$ cat src/hw/rtl/cpg_pkg.sv
// shared constants, codes and types of the pattern generator channel
package cpg_pkg;

    localparam int SINE_TABLE_DEPTH = 1024;
    localparam int SINE_IDX_W       = $clog2(SINE_TABLE_DEPTH);
    localparam int SINE_DROP        = 32 - SINE_IDX_W;
    localparam logic [31:0] SINE_MASK = ~((32'h1 << SINE_DROP) - 32'h1);

    localparam int TGT_W      = 24;
    localparam int OMEGA_W    = 24;
    localparam int RATIO_W    = 16;
    localparam int OUT_W      = 24;
    localparam int STATE_W    = 56;
    localparam int PHASE_W    = 32;
    localparam int GAIN_W     = 8;
    localparam int TSTEP_W    = 32;
    localparam int CFG_IDX_W  = 2;
    localparam int CFG_DATA_W = 32;

    localparam int MUL_A_W   = 58;
    localparam int MAG_W     = MUL_A_W - 1;
    localparam int MUL_B_W   = 48;
    localparam int MUL_CNT_W = $clog2(MUL_B_W + 1);
    localparam int MUL_P_W   = MAG_W + 1 + MUL_B_W;

    localparam int DIV_N_W   = 35;
    localparam int DIV_D_W   = 16;
    localparam int DIV_CNT_W = $clog2(DIV_N_W + 1);

    localparam logic [GAIN_W-1:0]  GAIN_RST      = 8'd5;
    localparam logic [TSTEP_W-1:0] TIME_STEP_RST = 32'd4294967;
    localparam logic [RATIO_W-1:0] RATIO_MIN     = 16'd1024;
    localparam logic [16:0]        RATIO_BIAS    = 17'd4096;
    localparam logic [31:0]        R_SQ_ONE      = 32'h0100_0000;
    localparam logic [31:0]        QUARTER_TURN  = 32'h4000_0000;
    localparam logic [30:0]        Q30_ONE       = 31'h4000_0000;
    localparam logic [29:0]        INV_TWO_PI    = 30'd683565276;
    localparam logic [31:0]        SIN_A1        = 32'd1686629713;
    localparam logic [31:0]        SIN_A3        = 32'd693598668;
    localparam logic [31:0]        SIN_A5        = 32'd85569306;
    localparam logic [31:0]        SIN_A7        = 32'd5026995;
    localparam logic [31:0]        SIN_A9        = 32'd172272;

    localparam logic signed [STATE_W-1:0] LIM_POS = {1'b0, {(STATE_W-1){1'b1}}};
    localparam logic signed [STATE_W-1:0] LIM_NEG = {1'b1, {(STATE_W-1){1'b0}}};

    typedef enum logic [CFG_IDX_W-1:0] {
        REG_BIAS_GAIN = 2'd0,
        REG_AMP_GAIN  = 2'd1,
        REG_TIME_STEP = 2'd2
    } cfg_reg_t;

    typedef enum logic [1:0] {
        SH_0,
        SH_2,
        SH_30,
        SH_32
    } shift_t;

    typedef enum logic [1:0] {
        S_IDLE,
        S_ISSUE,
        S_WAIT
    } fsm_t;

    typedef enum logic [4:0] {
        ST_KK, ST_KM, ST_TT, ST_C2B, ST_C2M, ST_C1, ST_TW,
        ST_SU2, ST_SP9, ST_SP7, ST_SP5, ST_SP3, ST_SP1,
        ST_SWING, ST_SQ, ST_K1, ST_RR, ST_K2, ST_KS, ST_X, ST_DPH,
        ST_T1B, ST_T2B, ST_T1M, ST_T2M
    } step_t;

    typedef struct packed {
        logic                       start;
        logic signed [MUL_A_W-1:0]  a;
        logic [MUL_B_W-1:0]         b;
        shift_t                     sh;
    } mul_req_t;

    typedef struct packed {
        logic                       busy;
        logic signed [STATE_W-1:0]  res;
    } mul_rsp_t;

    typedef struct packed {
        logic               start;
        logic [DIV_N_W-1:0] num;
        logic [DIV_D_W-1:0] den;
    } div_req_t;

    typedef struct packed {
        logic               busy;
        logic [DIV_N_W-1:0] quo;
    } div_rsp_t;

endpackage

$ cat src/hw/rtl/cpg_if.sv
// tick and result channel interfaces
interface cpg_in_if;
    logic               valid;
    logic               ready;
    logic signed [23:0] bias_target;
    logic signed [23:0] amplitude_target;
    logic [23:0]        angular_rate;
    logic [15:0]        swing_ratio;

    modport source (output valid, bias_target, amplitude_target, angular_rate, swing_ratio,
                    input ready);
    modport sink   (input valid, bias_target, amplitude_target, angular_rate, swing_ratio,
                    output ready);
endinterface

interface cpg_out_if;
    logic               valid;
    logic               ready;
    logic signed [23:0] drive_value;
    logic signed [23:0] mirror_value;

    modport source (output valid, drive_value, mirror_value, input ready);
    modport sink   (input valid, drive_value, mirror_value, output ready);
endinterface

$ cat src/hw/rtl/cpg_serial_mul.sv
// bit-serial signed by unsigned multiplier with floor shift and 56-bit saturation
module cpg_serial_mul
    import cpg_pkg::*;
(
    input  logic     clk,
    input  logic     rst_n,
    input  mul_req_t req,
    output mul_rsp_t rsp
);

    logic                      busy_reg, busy_next;
    logic [MUL_CNT_W-1:0]      cnt_reg, cnt_next;
    logic                      neg_reg;
    logic [MAG_W-1:0]          mag_reg;
    logic [MUL_P_W-1:0]        prod_reg;
    shift_t                    sh_reg;
    logic signed [STATE_W-1:0] res_reg;
    logic [MAG_W:0]            hi_sum;
    logic [MUL_P_W-1:0]        quo;
    logic [MUL_P_W-1:0]        quo_up;
    logic                      rem;
    logic signed [STATE_W-1:0] res_next;

    always_comb
    begin
        busy_next = busy_reg;
        cnt_next  = cnt_reg;
        if (req.start)
        begin
            busy_next = 1'b1;
            cnt_next  = MUL_CNT_W'(MUL_B_W);
        end
        else if (busy_reg)
        begin
            if (cnt_reg != '0)
                cnt_next = cnt_reg - 1'b1;
            else
                busy_next = 1'b0;
        end
    end

    // one multiplier bit per cycle, partial sum shifts right
    assign hi_sum = {1'b0, prod_reg[MUL_P_W-2:MUL_B_W]}
                  + {1'b0, (prod_reg[0] ? mag_reg : MAG_W'(0))};

    always_comb
    begin
        case (sh_reg)
            SH_0:
            begin
                quo = prod_reg;
                rem = 1'b0;
            end
            SH_2:
            begin
                quo = prod_reg >> 2;
                rem = |prod_reg[1:0];
            end
            SH_30:
            begin
                quo = prod_reg >> 30;
                rem = |prod_reg[29:0];
            end
            default:
            begin
                quo = prod_reg >> 32;
                rem = |prod_reg[31:0];
            end
        endcase
        quo_up = quo + MUL_P_W'(rem);
        if (!neg_reg)
        begin
            if (|quo[MUL_P_W-1:STATE_W-1])
                res_next = LIM_POS;
            else
                res_next = quo[STATE_W-1:0];
        end
        else
        begin
            if ((|quo_up[MUL_P_W-1:STATE_W]) ||
                (quo_up[STATE_W-1] && (|quo_up[STATE_W-2:0])))
                res_next = LIM_NEG;
            else
                res_next = -$signed(quo_up[STATE_W-1:0]);
        end
    end

    always_ff @(posedge clk or negedge rst_n)
    begin
        if (!rst_n)
        begin
            busy_reg <= 1'b0;
            cnt_reg  <= '0;
        end
        else
        begin
            busy_reg <= busy_next;
            cnt_reg  <= cnt_next;
        end
    end

    always_ff @(posedge clk)
    begin
        if (req.start)
        begin
            neg_reg  <= req.a[MUL_A_W-1];
            mag_reg  <= req.a[MUL_A_W-1] ? MAG_W'(-req.a) : req.a[MAG_W-1:0];
            prod_reg <= MUL_P_W'(req.b);
            sh_reg   <= req.sh;
        end
        else if (busy_reg && (cnt_reg != '0))
        begin
            prod_reg <= {1'b0, hi_sum, prod_reg[MUL_B_W-1:1]};
        end
        else if (busy_reg)
        begin
            res_reg <= res_next;
        end
    end

    assign rsp.busy = busy_reg;
    assign rsp.res  = res_reg;

endmodule

$ cat src/hw/rtl/cpg_serial_div.sv
// restoring divider, one quotient bit per cycle
module cpg_serial_div
    import cpg_pkg::*;
(
    input  logic     clk,
    input  logic     rst_n,
    input  div_req_t req,
    output div_rsp_t rsp
);

    logic                 busy_reg, busy_next;
    logic [DIV_CNT_W-1:0] cnt_reg, cnt_next;
    logic [DIV_D_W-1:0]   den_reg;
    logic [DIV_D_W-1:0]   rem_reg;
    logic [DIV_N_W-1:0]   quo_reg;
    logic [DIV_D_W:0]     rem_sh;
    logic                 fits;

    always_comb
    begin
        busy_next = busy_reg;
        cnt_next  = cnt_reg;
        if (req.start)
        begin
            busy_next = 1'b1;
            cnt_next  = DIV_CNT_W'(DIV_N_W);
        end
        else if (busy_reg)
        begin
            if (cnt_reg != '0)
                cnt_next = cnt_reg - 1'b1;
            else
                busy_next = 1'b0;
        end
    end

    assign rem_sh = {rem_reg, quo_reg[DIV_N_W-1]};
    assign fits   = rem_sh >= {1'b0, den_reg};

    always_ff @(posedge clk or negedge rst_n)
    begin
        if (!rst_n)
        begin
            busy_reg <= 1'b0;
            cnt_reg  <= '0;
        end
        else
        begin
            busy_reg <= busy_next;
            cnt_reg  <= cnt_next;
        end
    end

    always_ff @(posedge clk)
    begin
        if (req.start)
        begin
            den_reg <= req.den;
            rem_reg <= '0;
            quo_reg <= req.num;
        end
        else if (busy_reg && (cnt_reg != '0))
        begin
            rem_reg <= fits ? DIV_D_W'(rem_sh - {1'b0, den_reg}) : rem_sh[DIV_D_W-1:0];
            quo_reg <= {quo_reg[DIV_N_W-2:0], fits};
        end
    end

    assign rsp.busy = busy_reg;
    assign rsp.quo  = quo_reg;

endmodule

$ cat src/hw/rtl/cpg_oscillator_step.sv
// top level: one pattern generator channel, stepped once per tick
//
// tick (valid/ready) carries the targets, angular rate and swing ratio of one
// step; result (valid/ready) returns drive_value and mirror_value, formed from
// the older stored bias and amplitude and the phase as it stood before the step.
// Configuration is a write-only port (wr_en, wr_index, wr_data), to be written
// while the block is idle (the block itself does not enforce this); an unknown
// index is ignored. A sequencer walks 31 arithmetic steps (the sine steps run
// twice, once for cosine and once for sine) through one shared bit-serial
// multiplier and one serial divider. The result is registered at the swing
// step, and tick.ready returns once the last step has been written back.
// The result sits in an output register: a stalled receiver does not hold up
// the rest of the step, and only stalls the next step when its result is ready
// while the previous one is still waiting.
// Reset clears bias, amplitude and phase, loads default gains and time step,
// and leaves the block ready for a tick.
module cpg_oscillator_step
    import cpg_pkg::*;
(
    input  logic                  clk,
    input  logic                  rst_n,
    cpg_in_if.sink                tick,
    cpg_out_if.source             result,
    input  logic                  wr_en,
    input  logic [CFG_IDX_W-1:0]  wr_index,
    input  logic [CFG_DATA_W-1:0] wr_data
);

    function automatic logic signed [STATE_W-1:0] sat56(input logic signed [STATE_W+2:0] v);
        logic signed [STATE_W-1:0] r;
        if ((v[STATE_W+2:STATE_W-1] == '0) || (v[STATE_W+2:STATE_W-1] == '1))
            r = v[STATE_W-1:0];
        else
            r = v[STATE_W+2] ? LIM_NEG : LIM_POS;
        return r;
    endfunction

    function automatic logic signed [OUT_W-1:0] to_out(input logic signed [STATE_W:0] v);
        logic signed [STATE_W-24:0] y;
        logic signed [OUT_W-1:0]    r;
        y = v[STATE_W:24];
        if ((y[STATE_W-24:OUT_W-1] == '0) || (y[STATE_W-24:OUT_W-1] == '1))
            r = y[OUT_W-1:0];
        else
            r = y[STATE_W-24] ? {1'b1, {(OUT_W-1){1'b0}}} : {1'b0, {(OUT_W-1){1'b1}}};
        return r;
    endfunction

    fsm_t  state_reg, state_next;
    step_t step_reg, step_next;
    logic  pass_reg, pass_next;

    logic [GAIN_W-1:0]  kb_reg, km_reg;
    logic [TSTEP_W-1:0] ts_reg;

    logic signed [TGT_W-1:0] btgt_reg, mtgt_reg;
    logic [OMEGA_W-1:0]      omega_reg;
    logic [RATIO_W-1:0]      ratio_reg;

    logic [15:0]        kk_reg, kbm_reg;
    logic [31:0]        tt_reg;
    logic [45:0]        c2b_reg, c2m_reg;
    logic [39:0]        c1_reg;
    logic [23:0]        tw_reg;
    logic [30:0]        u2_reg;
    logic [31:0]        poly_reg;
    logic signed [31:0] cos_reg, sin_reg;
    logic [32:0]        sq_reg;
    logic [24:0]        k1_reg;
    logic [31:0]        rr_reg;
    logic signed [18:0] k2_reg;
    logic signed [26:0] rate_reg;
    logic signed [STATE_W-1:0] x_reg, t1_reg, nb_reg;
    logic [PHASE_W-1:0] dph_reg;

    logic signed [STATE_W-1:0] bias_old_reg, bias_new_reg, amp_old_reg, amp_new_reg;
    logic [PHASE_W-1:0]        phase_reg;

    logic                    out_valid_reg;
    logic signed [OUT_W-1:0] drive_reg, mirror_reg;

    mul_req_t mul_req;
    mul_rsp_t mul_rsp;
    div_req_t div_req;
    div_rsp_t div_rsp;

    logic        accept, is_div, unit_busy, out_ok, wb;
    logic [31:0] ang, tq;
    logic [30:0] u_low, u;
    logic [31:0] sq_diff;
    logic        rr_lt;
    logic [30:0] p_clamp;
    logic signed [31:0] s_val;
    logic signed [STATE_W-1:0] res;
    logic signed [STATE_W:0]   swing_sum, swing_diff;

    cpg_serial_mul u_mul (
        .clk   (clk),
        .rst_n (rst_n),
        .req   (mul_req),
        .rsp   (mul_rsp)
    );

    cpg_serial_div u_div (
        .clk   (clk),
        .rst_n (rst_n),
        .req   (div_req),
        .rsp   (div_rsp)
    );

    assign accept    = (state_reg == S_IDLE) && tick.valid;
    assign is_div    = (step_reg == ST_K1) || (step_reg == ST_K2);
    assign unit_busy = is_div ? div_rsp.busy : mul_rsp.busy;
    // the output step waits for a free result slot
    assign out_ok    = (step_reg != ST_SWING) || !out_valid_reg || result.ready;
    assign wb        = (state_reg == S_WAIT) && !unit_busy && out_ok;
    assign res       = mul_rsp.res;

    // sine sample position: quantize the angle, fold into the quarter wave
    assign ang   = pass_reg ? phase_reg : phase_reg + QUARTER_TURN;
    assign tq    = ang & SINE_MASK;
    assign u_low = {1'b0, tq[29:0]};
    assign u     = tq[30] ? Q30_ONE - u_low : u_low;

    assign rr_lt   = rr_reg < R_SQ_ONE;
    assign sq_diff = rr_lt ? R_SQ_ONE - rr_reg : rr_reg - R_SQ_ONE;

    assign p_clamp = (res[31:0] > {1'b0, Q30_ONE}) ? Q30_ONE : res[30:0];
    assign s_val   = tq[31] ? -$signed({1'b0, p_clamp}) : $signed({1'b0, p_clamp});

    assign swing_sum  = $signed({bias_old_reg[STATE_W-1], bias_old_reg})
                      + $signed({res[STATE_W-1], res});
    assign swing_diff = $signed({bias_old_reg[STATE_W-1], bias_old_reg})
                      - $signed({res[STATE_W-1], res});

    // next state
    always_comb
    begin
        state_next = state_reg;
        case (state_reg)
            S_IDLE:
                if (tick.valid)
                    state_next = S_ISSUE;
            S_ISSUE:
                state_next = S_WAIT;
            S_WAIT:
                if (wb)
                    state_next = (step_reg == ST_T2M) ? S_IDLE : S_ISSUE;
            default:
                state_next = S_IDLE;
        endcase
    end

    // step sequence
    always_comb
    begin
        step_next = step_reg;
        pass_next = pass_reg;
        if (accept)
        begin
            step_next = ST_KK;
            pass_next = 1'b0;
        end
        else if (wb && (step_reg != ST_T2M))
        begin
            if ((step_reg == ST_SP1) && !pass_reg)
            begin
                step_next = ST_SU2;
                pass_next = 1'b1;
            end
            else
            begin
                step_next = step_t'(step_reg + 5'd1);
            end
        end
    end

    // unit operands and starts
    always_comb
    begin
        mul_req.start = (state_reg == S_ISSUE) && !is_div;
        mul_req.a     = '0;
        mul_req.b     = '0;
        mul_req.sh    = SH_0;
        div_req.start = (state_reg == S_ISSUE) && is_div;
        div_req.num   = '0;
        div_req.den   = ratio_reg;
        case (step_reg)
            ST_KK:
            begin
                mul_req.a = MUL_A_W'(kb_reg);
                mul_req.b = MUL_B_W'(kb_reg);
            end
            ST_KM:
            begin
                mul_req.a = MUL_A_W'(kb_reg);
                mul_req.b = MUL_B_W'(km_reg);
            end
            ST_TT:
            begin
                mul_req.a  = MUL_A_W'(ts_reg);
                mul_req.b  = MUL_B_W'(ts_reg);
                mul_req.sh = SH_32;
            end
            ST_C2B:
            begin
                mul_req.a  = MUL_A_W'(tt_reg);
                mul_req.b  = MUL_B_W'(kk_reg);
                mul_req.sh = SH_2;
            end
            ST_C2M:
            begin
                mul_req.a  = MUL_A_W'(tt_reg);
                mul_req.b  = MUL_B_W'(kbm_reg);
                mul_req.sh = SH_2;
            end
            ST_C1:
            begin
                mul_req.a = MUL_A_W'(ts_reg);
                mul_req.b = MUL_B_W'(kb_reg);
            end
            ST_TW:
            begin
                mul_req.a  = MUL_A_W'(ts_reg);
                mul_req.b  = MUL_B_W'(omega_reg);
                mul_req.sh = SH_32;
            end
            ST_SU2:
            begin
                mul_req.a  = MUL_A_W'(u);
                mul_req.b  = MUL_B_W'(u);
                mul_req.sh = SH_30;
            end
            ST_SP9:
            begin
                mul_req.a  = MUL_A_W'(u2_reg);
                mul_req.b  = MUL_B_W'(SIN_A9);
                mul_req.sh = SH_30;
            end
            ST_SP7, ST_SP5, ST_SP3:
            begin
                mul_req.a  = MUL_A_W'(u2_reg);
                mul_req.b  = MUL_B_W'(poly_reg);
                mul_req.sh = SH_30;
            end
            ST_SP1:
            begin
                mul_req.a  = MUL_A_W'(u);
                mul_req.b  = MUL_B_W'(poly_reg);
                mul_req.sh = SH_30;
            end
            ST_SWING:
            begin
                mul_req.a  = cos_reg[31] ? -MUL_A_W'(amp_old_reg) : MUL_A_W'(amp_old_reg);
                mul_req.b  = cos_reg[31] ? MUL_B_W'(-cos_reg) : MUL_B_W'(cos_reg);
                mul_req.sh = SH_30;
            end
            ST_SQ:
            begin
                mul_req.a = MUL_A_W'({1'b0, ratio_reg} + RATIO_BIAS);
                mul_req.b = MUL_B_W'({1'b0, ratio_reg} + RATIO_BIAS);
            end
            ST_K1:
                div_req.num = {sq_reg, 2'b00};
            ST_RR:
            begin
                mul_req.a = MUL_A_W'(ratio_reg);
                mul_req.b = MUL_B_W'(ratio_reg);
            end
            ST_K2:
                div_req.num = DIV_N_W'({sq_diff, 2'b00});
            ST_KS:
            begin
                mul_req.a  = sin_reg[31] ? -MUL_A_W'(k2_reg) : MUL_A_W'(k2_reg);
                mul_req.b  = sin_reg[31] ? MUL_B_W'(-sin_reg) : MUL_B_W'(sin_reg);
                mul_req.sh = SH_30;
            end
            ST_X:
            begin
                mul_req.a = MUL_A_W'(rate_reg);
                mul_req.b = MUL_B_W'(tw_reg);
            end
            ST_DPH:
            begin
                mul_req.a  = MUL_A_W'(x_reg);
                mul_req.b  = MUL_B_W'(INV_TWO_PI);
                mul_req.sh = SH_32;
            end
            ST_T1B:
            begin
                mul_req.a  = MUL_A_W'($signed({btgt_reg, 24'h0})) - MUL_A_W'(bias_old_reg);
                mul_req.b  = MUL_B_W'(c2b_reg);
                mul_req.sh = SH_32;
            end
            ST_T2B:
            begin
                mul_req.a  = MUL_A_W'(bias_new_reg) - MUL_A_W'(bias_old_reg);
                mul_req.b  = MUL_B_W'(c1_reg);
                mul_req.sh = SH_32;
            end
            ST_T1M:
            begin
                mul_req.a  = MUL_A_W'($signed({mtgt_reg, 24'h0})) - MUL_A_W'(amp_old_reg);
                mul_req.b  = MUL_B_W'(c2m_reg);
                mul_req.sh = SH_32;
            end
            ST_T2M:
            begin
                mul_req.a  = MUL_A_W'(amp_new_reg) - MUL_A_W'(amp_old_reg);
                mul_req.b  = MUL_B_W'(c1_reg);
                mul_req.sh = SH_32;
            end
            default:
            begin
                mul_req.a = '0;
            end
        endcase
    end

    always_ff @(posedge clk or negedge rst_n)
    begin
        if (!rst_n)
        begin
            state_reg <= S_IDLE;
            step_reg  <= ST_KK;
            pass_reg  <= 1'b0;
        end
        else
        begin
            state_reg <= state_next;
            step_reg  <= step_next;
            pass_reg  <= pass_next;
        end
    end

    always_ff @(posedge clk or negedge rst_n)
    begin
        if (!rst_n)
        begin
            kb_reg <= GAIN_RST;
            km_reg <= GAIN_RST;
            ts_reg <= TIME_STEP_RST;
        end
        else if (wr_en)
        begin
            case (wr_index)
                REG_BIAS_GAIN: kb_reg <= wr_data[GAIN_W-1:0];
                REG_AMP_GAIN:  km_reg <= wr_data[GAIN_W-1:0];
                REG_TIME_STEP: ts_reg <= wr_data[TSTEP_W-1:0];
                default:       ts_reg <= ts_reg;
            endcase
        end
    end

    // oscillator state and result slot
    always_ff @(posedge clk or negedge rst_n)
    begin
        if (!rst_n)
        begin
            bias_old_reg  <= '0;
            bias_new_reg  <= '0;
            amp_old_reg   <= '0;
            amp_new_reg   <= '0;
            phase_reg     <= '0;
            out_valid_reg <= 1'b0;
        end
        else
        begin
            if (wb && (step_reg == ST_SWING))
                out_valid_reg <= 1'b1;
            else if (result.ready)
                out_valid_reg <= 1'b0;
            if (wb && (step_reg == ST_T2M))
            begin
                bias_old_reg <= bias_new_reg;
                bias_new_reg <= nb_reg;
                amp_old_reg  <= amp_new_reg;
                amp_new_reg  <= sat56((STATE_W+3)'(t1_reg) - (STATE_W+3)'(res)
                                      + ((STATE_W+3)'(amp_new_reg) <<< 1)
                                      - (STATE_W+3)'(amp_old_reg));
                phase_reg    <= phase_reg + dph_reg;
            end
        end
    end

    // operands of the tick and intermediate results
    always_ff @(posedge clk)
    begin
        if (accept)
        begin
            btgt_reg  <= tick.bias_target;
            mtgt_reg  <= tick.amplitude_target;
            omega_reg <= tick.angular_rate;
            ratio_reg <= (tick.swing_ratio < RATIO_MIN) ? RATIO_MIN : tick.swing_ratio;
        end
        if (wb)
        begin
            case (step_reg)
                ST_KK:  kk_reg   <= res[15:0];
                ST_KM:  kbm_reg  <= res[15:0];
                ST_TT:  tt_reg   <= res[31:0];
                ST_C2B: c2b_reg  <= res[45:0];
                ST_C2M: c2m_reg  <= res[45:0];
                ST_C1:  c1_reg   <= res[39:0];
                ST_TW:  tw_reg   <= res[23:0];
                ST_SU2: u2_reg   <= res[30:0];
                ST_SP9: poly_reg <= SIN_A7 - res[31:0];
                ST_SP7: poly_reg <= SIN_A5 - res[31:0];
                ST_SP5: poly_reg <= SIN_A3 - res[31:0];
                ST_SP3: poly_reg <= SIN_A1 - res[31:0];
                ST_SP1:
                begin
                    if (pass_reg)
                        sin_reg <= s_val;
                    else
                        cos_reg <= s_val;
                end
                ST_SWING:
                begin
                    drive_reg  <= to_out(swing_sum);
                    mirror_reg <= to_out(swing_diff);
                end
                ST_SQ:  sq_reg <= res[32:0];
                ST_K1:  k1_reg <= div_rsp.quo[24:0];
                ST_RR:  rr_reg <= res[31:0];
                ST_K2:  k2_reg <= rr_lt ? -$signed({1'b0, div_rsp.quo[17:0]})
                                        : $signed({1'b0, div_rsp.quo[17:0]});
                ST_KS:  rate_reg <= $signed({2'b00, k1_reg}) - 27'(res);
                ST_X:   x_reg    <= res;
                ST_DPH: dph_reg  <= res[PHASE_W-1:0];
                ST_T1B: t1_reg   <= res;
                ST_T2B: nb_reg   <= sat56((STATE_W+3)'(t1_reg) - (STATE_W+3)'(res)
                                          + ((STATE_W+3)'(bias_new_reg) <<< 1)
                                          - (STATE_W+3)'(bias_old_reg));
                ST_T1M: t1_reg   <= res;
                default: dph_reg <= dph_reg;
            endcase
        end
    end

    assign tick.ready          = (state_reg == S_IDLE);
    assign result.valid        = out_valid_reg;
    assign result.drive_value  = drive_reg;
    assign result.mirror_value = mirror_reg;

endmodule

$ cat src/flat_wrapper.sv
// flat-port wrapper written by rule: the top's interface ports become plain ports
module cpg_oscillator_step_flat import cpg_pkg::*;
  (clk, rst_n, wr_en, wr_index, wr_data, tick_valid, tick_bias_target, tick_amplitude_target, tick_angular_rate, tick_swing_ratio, tick_ready, result_valid, result_drive_value, result_mirror_value, result_ready);
  cpg_in_if tick_i ();
  cpg_out_if result_i ();
  input  logic clk;
  input  logic rst_n;
  input  logic wr_en;
  input  logic [CFG_IDX_W-1:0] wr_index;
  input  logic [CFG_DATA_W-1:0] wr_data;
  input wire logic [$bits(tick_i.valid)-1:0] tick_valid;
  input wire logic [$bits(tick_i.bias_target)-1:0] tick_bias_target;
  input wire logic [$bits(tick_i.amplitude_target)-1:0] tick_amplitude_target;
  input wire logic [$bits(tick_i.angular_rate)-1:0] tick_angular_rate;
  input wire logic [$bits(tick_i.swing_ratio)-1:0] tick_swing_ratio;
  output wire logic [$bits(tick_i.ready)-1:0] tick_ready;
  output wire logic [$bits(result_i.valid)-1:0] result_valid;
  output wire logic [$bits(result_i.drive_value)-1:0] result_drive_value;
  output wire logic [$bits(result_i.mirror_value)-1:0] result_mirror_value;
  input wire logic [$bits(result_i.ready)-1:0] result_ready;
  assign tick_i.valid = tick_valid;
  assign tick_i.bias_target = tick_bias_target;
  assign tick_i.amplitude_target = tick_amplitude_target;
  assign tick_i.angular_rate = tick_angular_rate;
  assign tick_i.swing_ratio = tick_swing_ratio;
  assign tick_ready = tick_i.ready;
  assign result_valid = result_i.valid;
  assign result_drive_value = result_i.drive_value;
  assign result_mirror_value = result_i.mirror_value;
  assign result_i.ready = result_ready;
  cpg_oscillator_step u_core (.clk(clk), .rst_n(rst_n), .tick(tick_i), .result(result_i), .wr_en(wr_en), .wr_index(wr_index), .wr_data(wr_data));
endmodule
$ cat config.mk
export PLATFORM = sky130hd
export DESIGN_NAME = cpg_oscillator_step_flat
export DESIGN_NICKNAME = d
export VERILOG_FILES = /design/src/hw/rtl/cpg_pkg.sv /design/src/hw/rtl/cpg_if.sv /design/src/hw/rtl/cpg_serial_mul.sv /design/src/hw/rtl/cpg_serial_div.sv /design/src/hw/rtl/cpg_oscillator_step.sv /design/src/flat_wrapper.sv
export SDC_FILE = /design/constraint.sdc
export NUM_CORES = 2
export LEC_CHECK = 0
export BUFFER_PORTS_ARGS = -buffer_cell sky130_fd_sc_hd__buf_2
export CAP_MARGIN = 40
export CORE_ASPECT_RATIO = 2
export CORE_UTILIZATION = 35
export CTS_CLUSTER_SIZE = 30
export DETAILED_ROUTE_END_ITERATION = 6
export PLACE_DENSITY = 0.57
export SYNTH_ARGS = -nofsm -noshare
export SYNTH_HDL_FRONTEND = slang
export SYNTH_HIERARCHICAL = 1
export SYNTH_SLANG_ARGS = --single-unit
$ cat constraint.sdc
create_clock -name clk -period 7 [get_ports clk]
set_clock_uncertainty 0.05 [all_clocks]
set_input_delay 0.35 -clock clk [delete_from_list [all_inputs] [get_ports clk]]
set_output_delay 0.35 -clock clk [all_outputs]
set_load 0.02 [all_outputs]
==> qor.yml <==
status:
  status: "finished, violations left"
  violations: "design-rule violations, negative setup slack"
final_layout:
  largest_reg_flops: 105
  fin_cells: 17130
  mostFrequentLayoutCell: "buf_4"
  layout-drive-gt1-share_pct: 22.52
  nNetsFinal: 13800
  nFillCells: 29390
  area_growth_pct: 25.44
  final_cell_mix: "1,627 x buf_4, 1,034 x edfxtp_1, 964 x nand2_1"
  post-route-util_pct: 44.12
worst_setup_path:
  path_cells: "or4_4 -> or3_4 -> or3_4 -> or3_4 -> ha_4 -> a21oi_2 -> a221oi_2 -> nand3_2 -> a221oi_2 -> o221ai_2 -> or4_4 -> or4_4 -> or3_4 -> or2_4 -> or3_4 -> or4_4 -> or4_4 -> or4_4 -> or4_4 -> o31ai_4 -> xnor2_1"
  r2r_start: "u_core/k2_reg[13]"
  critPathMaxFanout: 5
  path_common_cell: "or4_4"
  slowest_stage: "or4_4"
  crit_type: "reg2reg"
  start_kind: "register"
  r2r-end: "u_core/u_mul/mag_reg[50]"
  endpoint_kind: "register"
  cp.required_ns: 7.53
  reg2reg_depth: 21
  crit_arrival_ns: 8.33
  r2r_setup_slack_ns: -0.80
  cpPeakStageDelay_ns: 0.56
hold_path:
  whs_path_depth: 3
  hold_class: "in2reg"
  worstHoldStart: "tick_valid"
  hold_path_end: "u_core/step_reg[4]"
synthesis:
  synthArstFlopShare_pct: 22.80
  ys_types: 127
  yosys_warnings: 6
  yosys-top-cells-area: "edfxtp_1 29%, ha_1 7.5%, dfrtp_1 7.3%, xnor2_1 4.7%, a21oi_1 3.8%"
  synthCells: 11200
  synthFlopType: "edfxtp_1"
  syn_avg_cell_area_um2: 9.515
  synth_top_area_cell: "edfxtp_1"
  synth-edff-count: 1034
  netlist_area_um2: 106600
  ys_ff_latch: 1434
  synth_top_area_share_pct: 29.12
  yosysSeqAreaShare_pct: 38.19
sta:
  fmax_mhz: 128.3
  layout_setup_ws_ns: -0.7971
  final.period_utilization_pct: 111.4
  finalSetupTns_ns: -4.510
  layout_min_cycle_time_ns: 7.797
  setup_violations: 28
  tightest_slew_ns: 1.239
  final_max_slew_viol_count: 0
  rsz0062_at_grt: "true"
  hold_viol: 0
  maxSlewHeadroom_pct: 17.38
placement:
  dp_hpwl_um: 465100
  gp_congestion: 1.132
  pre_cts_slack_ns: -0.9192
  dp_cells: 16520
  port_buffers: 176
detailed_routing:
  drt_iter0_drc: 11330
  first_pass_iters: 7
  wl_um: 606300
  vias: 105400
  drc: 10
  wl_per_cell_um: 35.40
  routed_via_density: 6.153
  ant_nets: 0
floorplanning:
  start_util_pct: 35.17
  io-pin-count: 177
  dieHeight_um: 782.5
  dieArea_um2: 306900
  coreArea_um2: 303100
  die_x_um: 392.3
  core.rowCount: 286
cts:
  cts_tree: "done"
  clock_sinks: 1434
  clk_path_buf_depth: 4
  clk_latency_ns: 0.92
  cts-root-buf: "clkbuf_16"
  cts_buffers: 158
  path_clk_slew_ns: 0.07
  htree_num_levels: 4
global_routing:
  grt_max_degree: 187
  grt_pass1_vias: 105100
  track_usage_pct: 38.91
  grt_pass1_wl_um: 826800
  grt-ovfl-total: 0
  antenna_found_initial: 70
job:
  drv_cap: 0
power_and_ir_drop:
  leakagePower_nw: 56.00
  powerDensity_nw_per_um2: 141.2
  peakVddDrop_mv: 0.2278
[how the worst max path moves through the flow]
stage / cells after the start / startpoint / endpoint / slack [ns]
detailed placement: 31 / u_core/u_mul/res_reg[1] / u_core/nb_reg[44] / -0.92
floorplan: 21 / u_core/k2_reg[12] / u_core/u_mul/mag_reg[54] / -0.28
CTS: 21 / u_core/k2_reg[12] / u_core/u_mul/mag_reg[54] / -0.67
global route: 21 / u_core/k2_reg[13] / u_core/u_mul/mag_reg[50] / -0.85
global placement: 13 / u_core/u_mul/res_reg[14] / u_core/cos_reg[24] / -1.63
finish: 21 / u_core/k2_reg[13] / u_core/u_mul/mag_reg[50] / -0.80
[power breakdown]
part	total, mW	switching, mW	leakage (nW)	internal [mW]
sequential	9.36	0.255	13.7	9.11
combinational	0.814	0.440	39.8	0.373
clock	8.71	4.04	2.47	4.67
[cells in the mapped netlist, drive strengths merged, types with 78 or more instances]
cell type / number
a221oi: 106
mux2: 149
o21ai: 791
xor2: 287
buf: 111
and3: 106
o21bai: 95
a211oi: 82
a31oi: 100
a22oi: 99
or3: 78
a221o: 78
nand3: 294
o21a: 102
nor2b: 105
a21o: 370
mux2i: 97
xnor2: 570
edfxtp: 1034
nand2: 973
ha: 640
nor4: 112
a21oi: 828
o22ai: 102
nand4: 166
inv: 716
fa: 122
nor2: 650
dfrtp: 313
nand2b: 111
nor3: 216
and2: 120
clkbuf: 433
o31ai: 129
[critical path: cells and delay by family (launching register included)]
| kind | cells | cell delay [ns] |
|---|---|---|
| AO/OA/AOI/OAI | 5 | 0.93 |
| XOR/XNOR | 1 | 0.10 |
| adder cells (fa/ha/maj) | 1 | 0.28 |
| flip-flops | 1 | 0.38 |
| AND/OR/NAND/NOR | 14 | 5.76 |
[what timing repair did]
item	in CTS	in global routing
setup endpoints to repair	126	212
cloned	10	16
hold buffers	129	0
hold endpoints to repair	221	0
buffers inserted	77	31
pin swaps	62	131
gates resized for setup	160	264
[cell families after synthesis]
| logic type | synth area share [%] |
|---|---|
| AO/OA/AOI/OAI | 21.15 |
| AND/OR/NAND/NOR | 14.87 |
| flip-flops | 38.19 |
| buffers and inverters | 4.856 |
| XOR/XNOR | 7.041 |
| adder cells (fa/ha/maj) | 9.802 |
| multiplexers | 4.094 |
| other | 0.003518 |
[final cells by class]
type | count | area (um^2) | area share [%]
Inverter | 731 | 2746 | 2.054
Sequential cell | 1434 | 40710 | 30.44
Clock inverter | 86 | 818.3 | 0.6119
Antenna cell | 64 | 160.2 | 0.1198
Multi-Input combinational cell | 8499 | 62860 | 47.01
Clock buffer | 196 | 4240 | 3.171
Timing Repair Buffer | 2085 | 17140 | 12.82
Tap cell | 4032 | 5045 | 3.773
[metal layers]
layer  track usage [%]  part of all wire, %
met3             9.537                  7.2
met4             50.30                   16
met2             64.57                   48
met5            0.4785                0.057
met1             34.53                   29
[through the flow]
stage	hold WS (ns)	area [um^2]	power, mW
6_report	0.06001	133700	18.89
5_1_grt	0.08034	133600	19.27
4_1_cts	0.03870	131800	18.92
3_5_place_dp	0.2720	123900	10.25
3_3_place_gp	0.2741	123400	10.23
2_1_floorplan	0.004409	106700	9.845
Note: power is estimated with default switching activity, not from simulation.
